$ cat config.mk
export PLATFORM = sky130hd
export DESIGN_NAME = envelope_shape_sample
export DESIGN_NICKNAME = d
export VERILOG_FILES = /design/src/ess_pkg.sv /design/src/envelope_shape_sample.sv /design/src/ess_front.sv /design/src/ess_div_cell.sv
export SDC_FILE = /design/constraint.sdc
export NUM_CORES = 2
export LEC_CHECK = 0
export BUFFER_PORTS_ARGS = -buffer_cell sky130_fd_sc_hd__buf_2
export CORE_ASPECT_RATIO = 0.7
export CORE_MARGIN = 3
export CORE_UTILIZATION = 30
export DETAILED_ROUTE_END_ITERATION = 7
export PLACE_DENSITY_LB_ADDON = 0.05
export SYNTH_ARGS = -nofsm -noshare
export SYNTH_HDL_FRONTEND = slang
export SYNTH_SLANG_ARGS = --single-unit
$ cat constraint.sdc
create_clock -name i_clk -period 15.47 [get_ports i_clk]
set_input_delay 0 -clock i_clk [delete_from_list [all_inputs] [get_ports i_clk]]
set_output_delay 0 -clock i_clk [all_outputs]
set_load 0.05 [all_outputs]
$ cat src/ess_pkg.sv
// Types and constants for the envelope shaper
`default_nettype none

package ess_pkg;

    localparam int FRAC_BITS  = 15;
    localparam int MAX_FRAMES = 65536;

    localparam int IDX_W     = 16;
    localparam int LEN_W     = 17;
    localparam int LVL_W     = 16;
    localparam int ST_W      = 2;
    localparam int MODE_W    = 2;
    localparam int CFG_W     = 17;
    localparam int CFG_IDX_W = 3;

    // quotient never exceeds 1.0, so one bit above the fraction
    localparam int QW     = FRAC_BITS + 1;
    localparam int REM_W  = LEN_W;
    localparam int PROD_W = LEN_W + LVL_W;

    localparam logic [LVL_W-1:0] ONE     = LVL_W'(1 << FRAC_BITS);
    localparam logic [LVL_W-1:0] SUS_DEF = LVL_W'(((333 << FRAC_BITS) + 500) / 1000);
    localparam logic [LEN_W-1:0] MAX_FC  = LEN_W'(MAX_FRAMES);

    localparam logic [MODE_W-1:0] MODE_AF   = 2'd0;
    localparam logic [MODE_W-1:0] MODE_ADR  = 2'd1;
    localparam logic [MODE_W-1:0] MODE_ADSR = 2'd2;

    localparam logic [ST_W-1:0] ST_OK    = 2'd0;
    localparam logic [ST_W-1:0] ST_LONG  = 2'd1;
    localparam logic [ST_W-1:0] ST_RANGE = 2'd2;

    localparam logic [CFG_IDX_W-1:0] CFG_MODE    = 3'd0;
    localparam logic [CFG_IDX_W-1:0] CFG_FRAMES  = 3'd1;
    localparam logic [CFG_IDX_W-1:0] CFG_ATTACK  = 3'd2;
    localparam logic [CFG_IDX_W-1:0] CFG_DECAY   = 3'd3;
    localparam logic [CFG_IDX_W-1:0] CFG_RELEASE = 3'd4;
    localparam logic [CFG_IDX_W-1:0] CFG_SUSTAIN = 3'd5;

    typedef struct packed {
        logic [MODE_W-1:0] mode;
        logic [LEN_W-1:0]  frame_count;
        logic [LEN_W-1:0]  attack_len;
        logic [LEN_W-1:0]  decay_len;
        logic [LEN_W-1:0]  release_len;
        logic [LVL_W-1:0]  sustain_level;
    } t_cfg;

    // word moving along the divider row
    typedef struct packed {
        logic [REM_W-1:0] rem;
        logic [QW-1:0]    nq;
        logic [LEN_W-1:0] den;
        logic [LVL_W-1:0] base;
        logic [ST_W-1:0]  status;
    } t_div_word;

endpackage

`default_nettype wire

$ cat src/envelope_shape_sample.sv
// Envelope shaper top level: config registers, front end, divider row, output register
//
//  channel   dir  handshake            payload
//  -------   ---  -------------------  ---------------------------
//  sample    in   i_valid / o_stall    i_sample_index
//  level     out  o_valid / i_stall    o_level, o_status
//  config    in   i_cfg_we             i_cfg_index, i_cfg_data
//
// One word per clock while the output is not stalled; stages: decode, multiply,
// 16 divider cells (one quotient bit each), output register.
// Reset is synchronous and needs no clearing pass; config returns to defaults.
// A stalled result holds in the output register while empty stages upstream
// keep filling, so input is taken until every stage holds a word.
`default_nettype none

module envelope_shape_sample
    import ess_pkg::*;
(
    input  wire logic                 i_clk,
    input  wire logic                 i_rst_n,
    input  wire logic                 i_valid,
    output logic                      o_stall,
    input  wire logic [IDX_W-1:0]     i_sample_index,
    output logic                      o_valid,
    input  wire logic                 i_stall,
    output logic [LVL_W-1:0]          o_level,
    output logic [ST_W-1:0]           o_status,
    input  wire logic                 i_cfg_we,
    input  wire logic [CFG_IDX_W-1:0] i_cfg_index,
    input  wire logic [CFG_W-1:0]     i_cfg_data
);

    t_cfg       r_cfg;
    logic       front_ready;
    logic       w_valid [0:QW];
    logic       w_ready [0:QW];
    t_div_word  w_word  [0:QW];

    logic             out_ready;
    logic             r_out_valid;
    logic [LVL_W-1:0] r_level;
    logic [ST_W-1:0]  r_status;
    logic [LVL_W:0]   sum;

    always_ff @(posedge i_clk) begin
        if (!i_rst_n) begin
            r_cfg.mode          <= MODE_ADSR;
            r_cfg.frame_count   <= MAX_FC;
            r_cfg.attack_len    <= '0;
            r_cfg.decay_len     <= '0;
            r_cfg.release_len   <= '0;
            r_cfg.sustain_level <= '0;
        end else if (i_cfg_we) begin
            case (i_cfg_index)
                CFG_MODE:    r_cfg.mode          <= i_cfg_data[MODE_W-1:0];
                CFG_FRAMES:  r_cfg.frame_count   <= i_cfg_data[LEN_W-1:0];
                CFG_ATTACK:  r_cfg.attack_len    <= i_cfg_data[LEN_W-1:0];
                CFG_DECAY:   r_cfg.decay_len     <= i_cfg_data[LEN_W-1:0];
                CFG_RELEASE: r_cfg.release_len   <= i_cfg_data[LEN_W-1:0];
                CFG_SUSTAIN: r_cfg.sustain_level <= i_cfg_data[LVL_W-1:0];
                default: ;
            endcase
        end
    end

    ess_front u_front (
        .i_clk          (i_clk),
        .i_rst_n        (i_rst_n),
        .i_valid        (i_valid),
        .i_sample_index (i_sample_index),
        .i_cfg          (r_cfg),
        .i_ready_next   (w_ready[0]),
        .o_ready        (front_ready),
        .o_valid        (w_valid[0]),
        .o_word         (w_word[0])
    );

    assign o_stall = !front_ready;

    for (genvar k = 0; k < QW; k++) begin : g_cell
        ess_div_cell u_cell (
            .i_clk        (i_clk),
            .i_rst_n      (i_rst_n),
            .i_valid      (w_valid[k]),
            .i_word       (w_word[k]),
            .i_ready_next (w_ready[k+1]),
            .o_ready      (w_ready[k]),
            .o_valid      (w_valid[k+1]),
            .o_word       (w_word[k+1])
        );
    end

    assign out_ready  = !r_out_valid || !i_stall;
    assign w_ready[QW] = out_ready;
    assign sum        = {1'b0, w_word[QW].base} + {1'b0, w_word[QW].nq};

    always_ff @(posedge i_clk) begin
        if (!i_rst_n) begin
            r_out_valid <= 1'b0;
        end else if (out_ready) begin
            r_out_valid <= w_valid[QW];
        end
    end

    always_ff @(posedge i_clk) begin
        if (out_ready) begin
            r_level  <= sum[LVL_W-1:0];
            r_status <= w_word[QW].status;
        end
    end

    assign o_valid  = r_out_valid;
    assign o_level  = r_level;
    assign o_status = r_status;

endmodule

`default_nettype wire

$ cat src/ess_front.sv
// Segment decode and numerator multiply ahead of the divider row
`default_nettype none

module ess_front
    import ess_pkg::*;
(
    input  wire logic             i_clk,
    input  wire logic             i_rst_n,
    input  wire logic             i_valid,
    input  wire logic [IDX_W-1:0] i_sample_index,
    input  wire t_cfg             i_cfg,
    input  wire logic             i_ready_next,
    output logic                  o_ready,
    output logic                  o_valid,
    output t_div_word             o_word
);

    logic [LEN_W-1:0] fc;
    logic [LEN_W-1:0] idx;
    logic [LVL_W-1:0] sus0;
    logic [LVL_W-1:0] sus;
    logic [LEN_W:0]   ad;
    logic [LEN_W+1:0] adr;
    logic [LEN_W:0]   dec_num;
    logic [LEN_W:0]   rel_den;
    logic [LEN_W:0]   idx_r;
    logic             too_long;

    logic [LEN_W-1:0] n_num;
    logic [LVL_W-1:0] n_scale;
    logic [LEN_W-1:0] n_den;
    logic [LVL_W-1:0] n_base;
    logic [ST_W-1:0]  n_status;

    logic             r_a_valid;
    logic [LEN_W-1:0] r_num;
    logic [LVL_W-1:0] r_scale;
    logic [LEN_W-1:0] r_den;
    logic [LVL_W-1:0] r_base;
    logic [ST_W-1:0]  r_status;

    logic              r_b_valid;
    logic [PROD_W-1:0] r_prod;
    logic [LEN_W-1:0]  r_b_den;
    logic [LVL_W-1:0]  r_b_base;
    logic [ST_W-1:0]   r_b_status;

    logic              ready_a;
    logic              ready_b;
    logic [PROD_W-1:0] prod;

    assign ready_b = !r_b_valid || i_ready_next;
    assign ready_a = !r_a_valid || ready_b;
    assign o_ready = ready_a;

    assign fc      = (i_cfg.frame_count > MAX_FC) ? MAX_FC : i_cfg.frame_count;
    assign idx     = {1'b0, i_sample_index};
    assign sus0    = (i_cfg.sustain_level == '0) ? SUS_DEF : i_cfg.sustain_level;
    assign sus     = (sus0 > ONE) ? ONE : sus0;
    assign ad      = {1'b0, i_cfg.attack_len} + {1'b0, i_cfg.decay_len};
    assign adr     = {1'b0, ad} + {2'b0, i_cfg.release_len};
    assign dec_num = ad - {1'b0, idx};
    assign rel_den = {1'b0, fc} - ad;
    assign idx_r   = {1'b0, idx} + {1'b0, i_cfg.release_len};

    always_comb begin
        case (i_cfg.mode)
            MODE_AF:  too_long = i_cfg.attack_len > fc;
            MODE_ADR: too_long = ad >= {1'b0, fc};
            default:  too_long = adr >= {2'b0, fc};
        endcase

        // flagged words and the sustain hold divide zero by one
        n_num    = '0;
        n_scale  = ONE;
        n_den    = LEN_W'(1);
        n_base   = '0;
        n_status = ST_OK;

        if (too_long) begin
            n_status = ST_LONG;
        end else if (idx >= fc) begin
            n_status = ST_RANGE;
        end else if (idx < i_cfg.attack_len) begin
            n_num = idx;
            n_den = i_cfg.attack_len;
        end else if (i_cfg.mode == MODE_AF) begin
            n_num = fc - idx;
            n_den = fc - i_cfg.attack_len;
        end else if ({1'b0, idx} < ad) begin
            n_num   = dec_num[LEN_W-1:0];
            n_scale = ONE - sus;
            n_den   = i_cfg.decay_len;
            n_base  = sus;
        end else if (i_cfg.mode == MODE_ADR) begin
            n_num   = fc - idx;
            n_scale = sus;
            n_den   = rel_den[LEN_W-1:0];
        end else if (idx_r < {1'b0, fc}) begin
            n_base = sus;
        end else begin
            n_num   = fc - idx;
            n_scale = sus;
            n_den   = i_cfg.release_len;
        end
    end

    assign prod = PROD_W'(r_num) * PROD_W'(r_scale);

    always_ff @(posedge i_clk) begin
        if (!i_rst_n) begin
            r_a_valid <= 1'b0;
            r_b_valid <= 1'b0;
        end else begin
            if (ready_a) begin
                r_a_valid <= i_valid;
            end
            if (ready_b) begin
                r_b_valid <= r_a_valid;
            end
        end
    end

    always_ff @(posedge i_clk) begin
        if (ready_a) begin
            r_num    <= n_num;
            r_scale  <= n_scale;
            r_den    <= n_den;
            r_base   <= n_base;
            r_status <= n_status;
        end
        if (ready_b) begin
            r_prod     <= prod;
            r_b_den    <= r_den;
            r_b_base   <= r_base;
            r_b_status <= r_status;
        end
    end

    assign o_valid       = r_b_valid;
    assign o_word.rem    = r_prod[PROD_W-1:QW];
    assign o_word.nq     = r_prod[QW-1:0];
    assign o_word.den    = r_b_den;
    assign o_word.base   = r_b_base;
    assign o_word.status = r_b_status;

endmodule

`default_nettype wire

$ cat src/ess_div_cell.sv
// One restoring-division step: retires one quotient bit per cell
`default_nettype none

module ess_div_cell
    import ess_pkg::*;
(
    input  wire logic      i_clk,
    input  wire logic      i_rst_n,
    input  wire logic      i_valid,
    input  wire t_div_word i_word,
    input  wire logic      i_ready_next,
    output logic           o_ready,
    output logic           o_valid,
    output t_div_word      o_word
);

    logic [REM_W:0] trial;
    logic [REM_W:0] diff;
    logic           ge;
    t_div_word      n_word;
    logic           r_valid;
    t_div_word      r_word;

    assign o_ready = !r_valid || i_ready_next;

    // shift next numerator bit into the remainder, subtract if it fits
    assign trial = {i_word.rem, i_word.nq[QW-1]};
    assign diff  = trial - {1'b0, i_word.den};
    assign ge    = trial >= {1'b0, i_word.den};

    always_comb begin
        n_word     = i_word;
        n_word.rem = ge ? diff[REM_W-1:0] : trial[REM_W-1:0];
        n_word.nq  = {i_word.nq[QW-2:0], ge};
    end

    always_ff @(posedge i_clk) begin
        if (!i_rst_n) begin
            r_valid <= 1'b0;
        end else if (o_ready) begin
            r_valid <= i_valid;
        end
    end

    always_ff @(posedge i_clk) begin
        if (o_ready) begin
            r_word <= n_word;
        end
    end

    assign o_valid = r_valid;
    assign o_word  = r_word;

endmodule

`default_nettype wire

## Yosys cells after proc, flatten, opt, wreduce, memory -nomap -nowiden

Index checks and enable logic that the tools add are counted.

| storage, ports and cells | value |
|---|---|
| register bits after elaboration | 1313 |
| input port bits | 41 |
| output and inout port bits | 20 |
| logic and storage cells | 259 |

| operators by class | value |
|---|---|
| $add $sub $neg | 24 |
| $mul | 1 |
| order comparisons | 25 |
| equal/unequal tests | 6 |
| multiplexer cells | 36 |
| reductions and logical operators | 52 |

Operators with widths:

| operator | count |
|---|---|
| two-way mux 17 bit | 25 |
| >= comparator 18 x 17 -> 1 bit | 17 |
| subtractor 17 bit | 17 |
| two-way mux 16 bit | 9 |
| subtractor 17 x 16 -> 17 bit | 2 |
| multiplier 17 x 16 -> 33 bit | 1 |
| logical NOT 1 bit | 21 |
| adder 18 x 17 -> 19 bit | 1 |
| >= comparator 19 x 17 -> 1 bit | 1 |
| logical OR 1 bit | 19 |
| adder 16 x 17 -> 18 bit | 1 |
| adder 17 x 17 -> 18 bit | 1 |
| less-than comparator 16 x 18 -> 1 bit | 1 |
| less-than comparator 18 x 17 -> 1 bit | 1 |
| >= comparator 16 x 17 -> 1 bit | 1 |
| > comparator 17 bit | 1 |
| > comparator 17 bit, second input constant | 1 |
| less-than comparator 16 x 17 -> 1 bit | 1 |
| adder 16 bit | 1 |
| > comparator 16 bit, second input constant | 1 |
| logical NOT 16 bit | 1 |
| subtractor 16 bit, first input constant | 1 |
| AND reduction 2 bit | 6 |
| == test 3 x 2 -> 1 bit, second input constant | 2 |
| 10 further kinds | 11 |

## Depth between registers and ports, before layout

| logic depth | value |
|---|---|
| word-level depth | 21 |
| mapped depth | 27 |
| mapped depth without buffers | 25 |

## Cells and area by module

Synthesis repeated with hierarchy kept, for this count alone.

| second synthesis, totals | value |
|---|---|
| cells, all modules | 6545 |
| area, all modules | 78750.5 um^2 |

Modules (own cells, without submodules):

| module | instances | cells an instance | area an instance (um^2) | seq. area each (um^2) |
|---|---|---|---|---|
| ess_div_cell | 16 | 224 | 3261.9 | 2062.0 |
| ess_front | 1 | 2453 | 22006.1 | 4124.0 |
| envelope_shape_sample | 1 | 508 | 4554.4 | 2282.2 |

## Least setup slack after synthesis

No wires, ideal clock.

| path | value |
|---|---|
| kind | register -> register |
| from | register r_out_valid, in the netlist o_valid |
| to | register u_front.r_a_valid |
| library setup time | 0.119 ns |
| data arrival time | 6.698 ns |
| data required time | 15.351 ns |
| slack | 8.653 ns |
| stages on the path, launching flop included | 12 |
| path buffers | 0 |
| clock period less this slack | 6.817 ns |
| path through | dfxtp_1 and3_1 inv_1 nor2_1 and2_1 inv_1 nor3_1 and2_1 and3_1 nand3_1 inv_1 o21a_1 |

| on the way | value |
|---|---|
| cells in the longest elaborated chain, start to end | 20 |

RTL lines:

| element | line | RTL |
|---|---|---|
| from (decl) | envelope_shape_sample.sv:40 | `logic r_out_valid;` |
| from (signal assigned) | envelope_shape_sample.sv:101 | `r_out_valid <= w_valid[QW];` |
| logical NOT 1 bit | envelope_shape_sample.sv:93 | `assign out_ready = !r_out_valid \|\| !i_stall;` |
| logical OR 1 bit | envelope_shape_sample.sv:93 |  |
| logical OR 1 bit | ess_div_cell.sv:24 | `assign o_ready = !r_valid \|\| i_ready_next;` |
| named net g_cell[14].u_cell.i_ready_next | ess_div_cell.sv:11 | `input wire logic i_ready_next,` |
| logical OR 1 bit (4 in a row) | ess_div_cell.sv:24 |  |
| named net g_cell[10].u_cell.i_ready_next | ess_div_cell.sv:11 |  |
| logical OR 1 bit (11 in a row) | ess_div_cell.sv:24 |  |
| logical OR 1 bit | ess_front.sv:52 | `assign ready_b = !r_b_valid \|\| i_ready_next;` |
| logical OR 1 bit | ess_front.sv:53 | `assign ready_a = !r_a_valid \|\| ready_b;` |
| to (signal assigned) | ess_front.sv:116 | `r_a_valid <= i_valid;` |
| to (decl) | ess_front.sv:35 | `logic r_a_valid;` |

The timed path passes the listed nets, and every way through them passes these cells.
A chain may end at the register's enable or synchronous reset.

## Worst setup path after layout

| path | value |
|---|---|
| from | register u_front.r_scale[3] |
| to | register u_front.r_prod[31], data pin |

| on the way | value |
|---|---|
| cells in the longest elaborated chain, start to end | 1 |

RTL lines:

| element | line | RTL |
|---|---|---|
| from (decl) | ess_front.sv:37 | `logic [LVL_W-1:0] r_scale;` |
| from (signal assigned) | ess_front.sv:127 | `r_scale <= n_scale;` |
| multiplier 17 x 16 -> 33 bit | ess_front.sv:108 | `assign prod = PROD_W'(r_num) * PROD_W'(r_scale);` |
| named net u_front.prod[31] | ess_front.sv:50 | `logic [PROD_W-1:0] prod;` |
| to (signal assigned) | ess_front.sv:133 | `r_prod <= prod;` |
| to (decl) | ess_front.sv:43 | `logic [PROD_W-1:0] r_prod;` |

The timed path passes the listed nets, and every way through them passes these cells.

==> results.cfg <==
[timing]
tns_ns = 0
hold_viol_final = 0
skew_ns = 0.0784
relSlewSlack_pct = 13.6
finalSetupViolations = 0
tightest_slew_ns = 1.29
period_share_pct = 48.7
rsz0062_at_grt = no
slew_violations = 0
period_minus_slack_ns = 7.54
fmax_mhz = 133

[logic_synthesis]
avgSynthCellArea_um2 = 11.9
synth-seq-area-share_pct = 51.7
synth-edff-count = 1208
netlist_instances = 6226
yosys-top-cells-count = edfxtp_1, inv_1, ha_1, nand2_1, nor2_1
synthTopCellsByArea = edfxtp_1, ha_1, fa_1
yosysTopAreaCellShare_pct = 48.8
syn-num-nets = 7088
synth.largest_area_cell = edfxtp_1
yosysWarnings = 0
netlist_area_um2 = 74300
yosysMostFrequentCell = edfxtp_1
ys.flop_type = edfxtp_1
ys_ff_latch = 1313
synthArstFlopShare_pct = 0
synth_cell_types = 92

[setup_path]
cp.required_ns = 15.97
endpoint_kind = register
slowest_delay_ns = 1.10
crit_chain = nand2_1 -> fa_1 -> fa_1 -> fa_1 -> inv_1 -> fa_1 -> fa_1 -> inv_1 -> fa_1 -> inv_1 -> ha_1 -> nand3_1 -> nor2_1 -> a221oi_1 -> a31oi_1 -> and4_1 -> o31a_1 -> o21a_1 -> a31oi_1 -> xnor2_1
crit_path_start_kind = register
slowest_stage = edfxtp_1
crit_type = reg -> reg
critPathArrivalTime_ns = 8.04
crit_path_frequent_cell = fa_1
crit_fanout = 17

[global_routing]
globalRoute.totalOverflow = 0
grt_pass1_vias = 46400
grt_pass1_wl_um = 315000
antenna_found_initial = 21
grt_start_max_net_pins = 106
grt_use_total_pct = 16.4

[cells_and_area]
seq_area_um2 = 38400
final_util_pct = 34.3
final_nets = 7287
fillers = 24300
final_cells = 9855
syn2layout_area_growth_pct = 13.5
multi_input_area_um2 = 32700
final_layout_size_suffix_gt1_share_pct = 9.57

[place]
port_buffers = 60
gp_congestion = 0.895
dpl.cell_count = 9513
hpwl_um = 163000

[clock_network]
cts_max_level = 4
clockRootBuffer = clkbuf_16
cts_inserted_buffers = 156
clk_latency_ns = 0.81
path_clk_slew_ns = 0.06
post_cts_buffers = 0
cts_tree = done
clock_path_buffers = 4
clock_sinks = 1313

[pwr]
p_comb_share_pct = 41.2
p_switching_mw = 5.69
seqPwrFrac_pct = 35.7
clkPwrFrac_pct = 23.2
peakVddDrop_mv = 0.0851
power_density_nw_per_um2 = 189
p_leak_nw = 34.3
p_int_mw = 10.3
swShare_pct = 35.7

[floorplan]
core_area_um2 = 246000
io_pins = 61
die_h_um = 422
die_area_um2 = 254000
die_w_um = 601
start_util_pct = 30.2
fp-row-count = 152

[route]
final_antenna_net_count = 0
viasPerCell = 4.78
drt-total-wl_um = 211000
drc = 0
via_count = 47100
drtIter0Drc = 3406
wl_per_cell_um = 21.4
dr.pass1.iters = 5

[run_status]
status = finished, final reports clean

[run]
maxCapViolCount = 0

[min_path]
hold_path.class = in -> reg
[state kept, by name, summed over array words and instances (netlist names), 16 cells and up]
register	count
o_level	16
u_front.r_base	16
g_cell.u_cell.o_valid	16
u_front.r_b_den	17
u_front.r_scale	16
g_cell.u_cell.o_word	1054
r_cfg	86
u_front.r_den	17
u_front.r_prod	33
u_front.r_num	17
u_front.r_b_base	16
[final cells by class]
cell class / instances / area share [%]
Sequential cell: 1313 / 45.5
Multi-Input combinational cell: 4052 / 38.8
Antenna cell: 2 / 0.00594
Clock inverter: 69 / 1.00
Inverter: 728 / 3.24
Timing Repair Buffer: 174 / 1.56
Clock buffer: 206 / 4.99
Tap cell: 3311 / 4.91
[stage by stage]
| stage | hold WS [ns] | total power [mW] | worst slack, ns | cell area, µm² |
|---|---|---|---|---|
| floorplan | 0.124 | 10.3 | 8.65 | 74300 |
| global placement | 0.217 | 12.3 | 7.93 | 78600 |
| detailed placement | 0.240 | 12.3 | 7.75 | 78600 |
| CTS | 0.0147 | 16.1 | 7.75 | 84300 |
| global route | 0.0520 | 17.1 | 7.45 | 84300 |
| finish | 0.111 | 15.9 | 7.93 | 84300 |
[worst max-delay path: cells and delay by family, from the launching register on]
| kind | cells | cell delay, ns |
|---|---|---|
| xor+xnor | 1 | 0.08 |
| compound gates | 5 | 1.68 |
| flops | 1 | 1.10 |
| buf+inv | 3 | 0.14 |
| fa+ha+maj | 7 | 3.57 |
| simple gates | 4 | 0.67 |
[repair_timing]
| action | 4_1_cts | 5_1_grt |
|---|---|---|
| setup endpoints to repair | 0 | 0 |
| gates resized for setup | 0 | 0 |
| endpoints found under the hold margin | 133 | 0 |
| hold buffers | 65 | 0 |
[final timing paths]
path | from | endpoint | slack [ns] | depth (start not counted)
max reg2reg | u_front.r_scale[3] | u_front.r_prod[31] | 7.93 | 20
min reg2reg | g_cell[3].u_cell.o_word[2] | g_cell[4].u_cell.o_word[2] | 0.40 | 0
min | i_cfg_data[14] | r_cfg[14] | 0.11 | 4
max | u_front.r_scale[3] | u_front.r_prod[31] | 7.93 | 20
[per-layer routing]
| layer | global-route usage [%] | vias to the layer above | share of wire, % | wire (µm) |
|---|---|---|---|---|
| met5 | 0 | - | 0 | 0 |
| met4 | 2.81 | 0 | 1.5 | 3090 |
| met3 | 3.36 | 219 | 6.2 | 13100 |
| met2 | 20.7 | 1110 | 36 | 75800 |
| met1 | 27.8 | 23200 | 56 | 119000 |
| li1 | - | 22700 | - | - |
[cell usage in the layout, fill, tap and decap left out, types with 52 or more instances in the layout]
master,synthesis,routed
a21o_1,100,99
edfxtp_1,1208,1208
o21a_1,82,82
fa_1,231,231
dlygate4sd3_1,0,65
ha_1,590,590
nand4_1,63,63
nor3_1,118,117
mux2_2,198,198
buf_2,23,60
inv_1,728,722
nor2_1,308,307
nand3_1,81,77
nor2b_1,72,72
a21oi_1,286,286
nand2_1,548,541
xor2_1,92,92
a21boi_0,113,112
xnor2_1,231,231
dfxtp_1,105,105
o21ai_0,174,174
clkbuf_16,0,158
a211oi_1,52,52
and2_1,142,142
[power by group through the flow]
stage | combinational [mW] | clock, mW | sequential [mW]
2_1_floorplan | 4.85 | 0 | 5.49
4_1_cts | 6.56 | 3.84 | 5.71
3_3_place_gp | 6.49 | 0 | 5.78
6_report | 6.56 | 3.69 | 5.69
5_1_grt | 7.32 | 4.00 | 5.79
3_5_place_dp | 6.48 | 0 | 5.78
[cell families (layout without fill, tap and decap cells)]
family	Yosys count	in the layout	share of synthesized area [%]
XOR/XNOR	323	323	3.81
other	0	2	0
AND/OR/NAND/NOR	1516	1516	9.70
flip-flops	1313	1313	51.7
multiplexers	243	243	3.62
buffers and inverters	861	1177	4.46
adder cells (fa/ha/maj)	821	821	16.2
AO/OA/AOI/OAI	1149	1149	10.6
(Power assumes the default switching activity.)
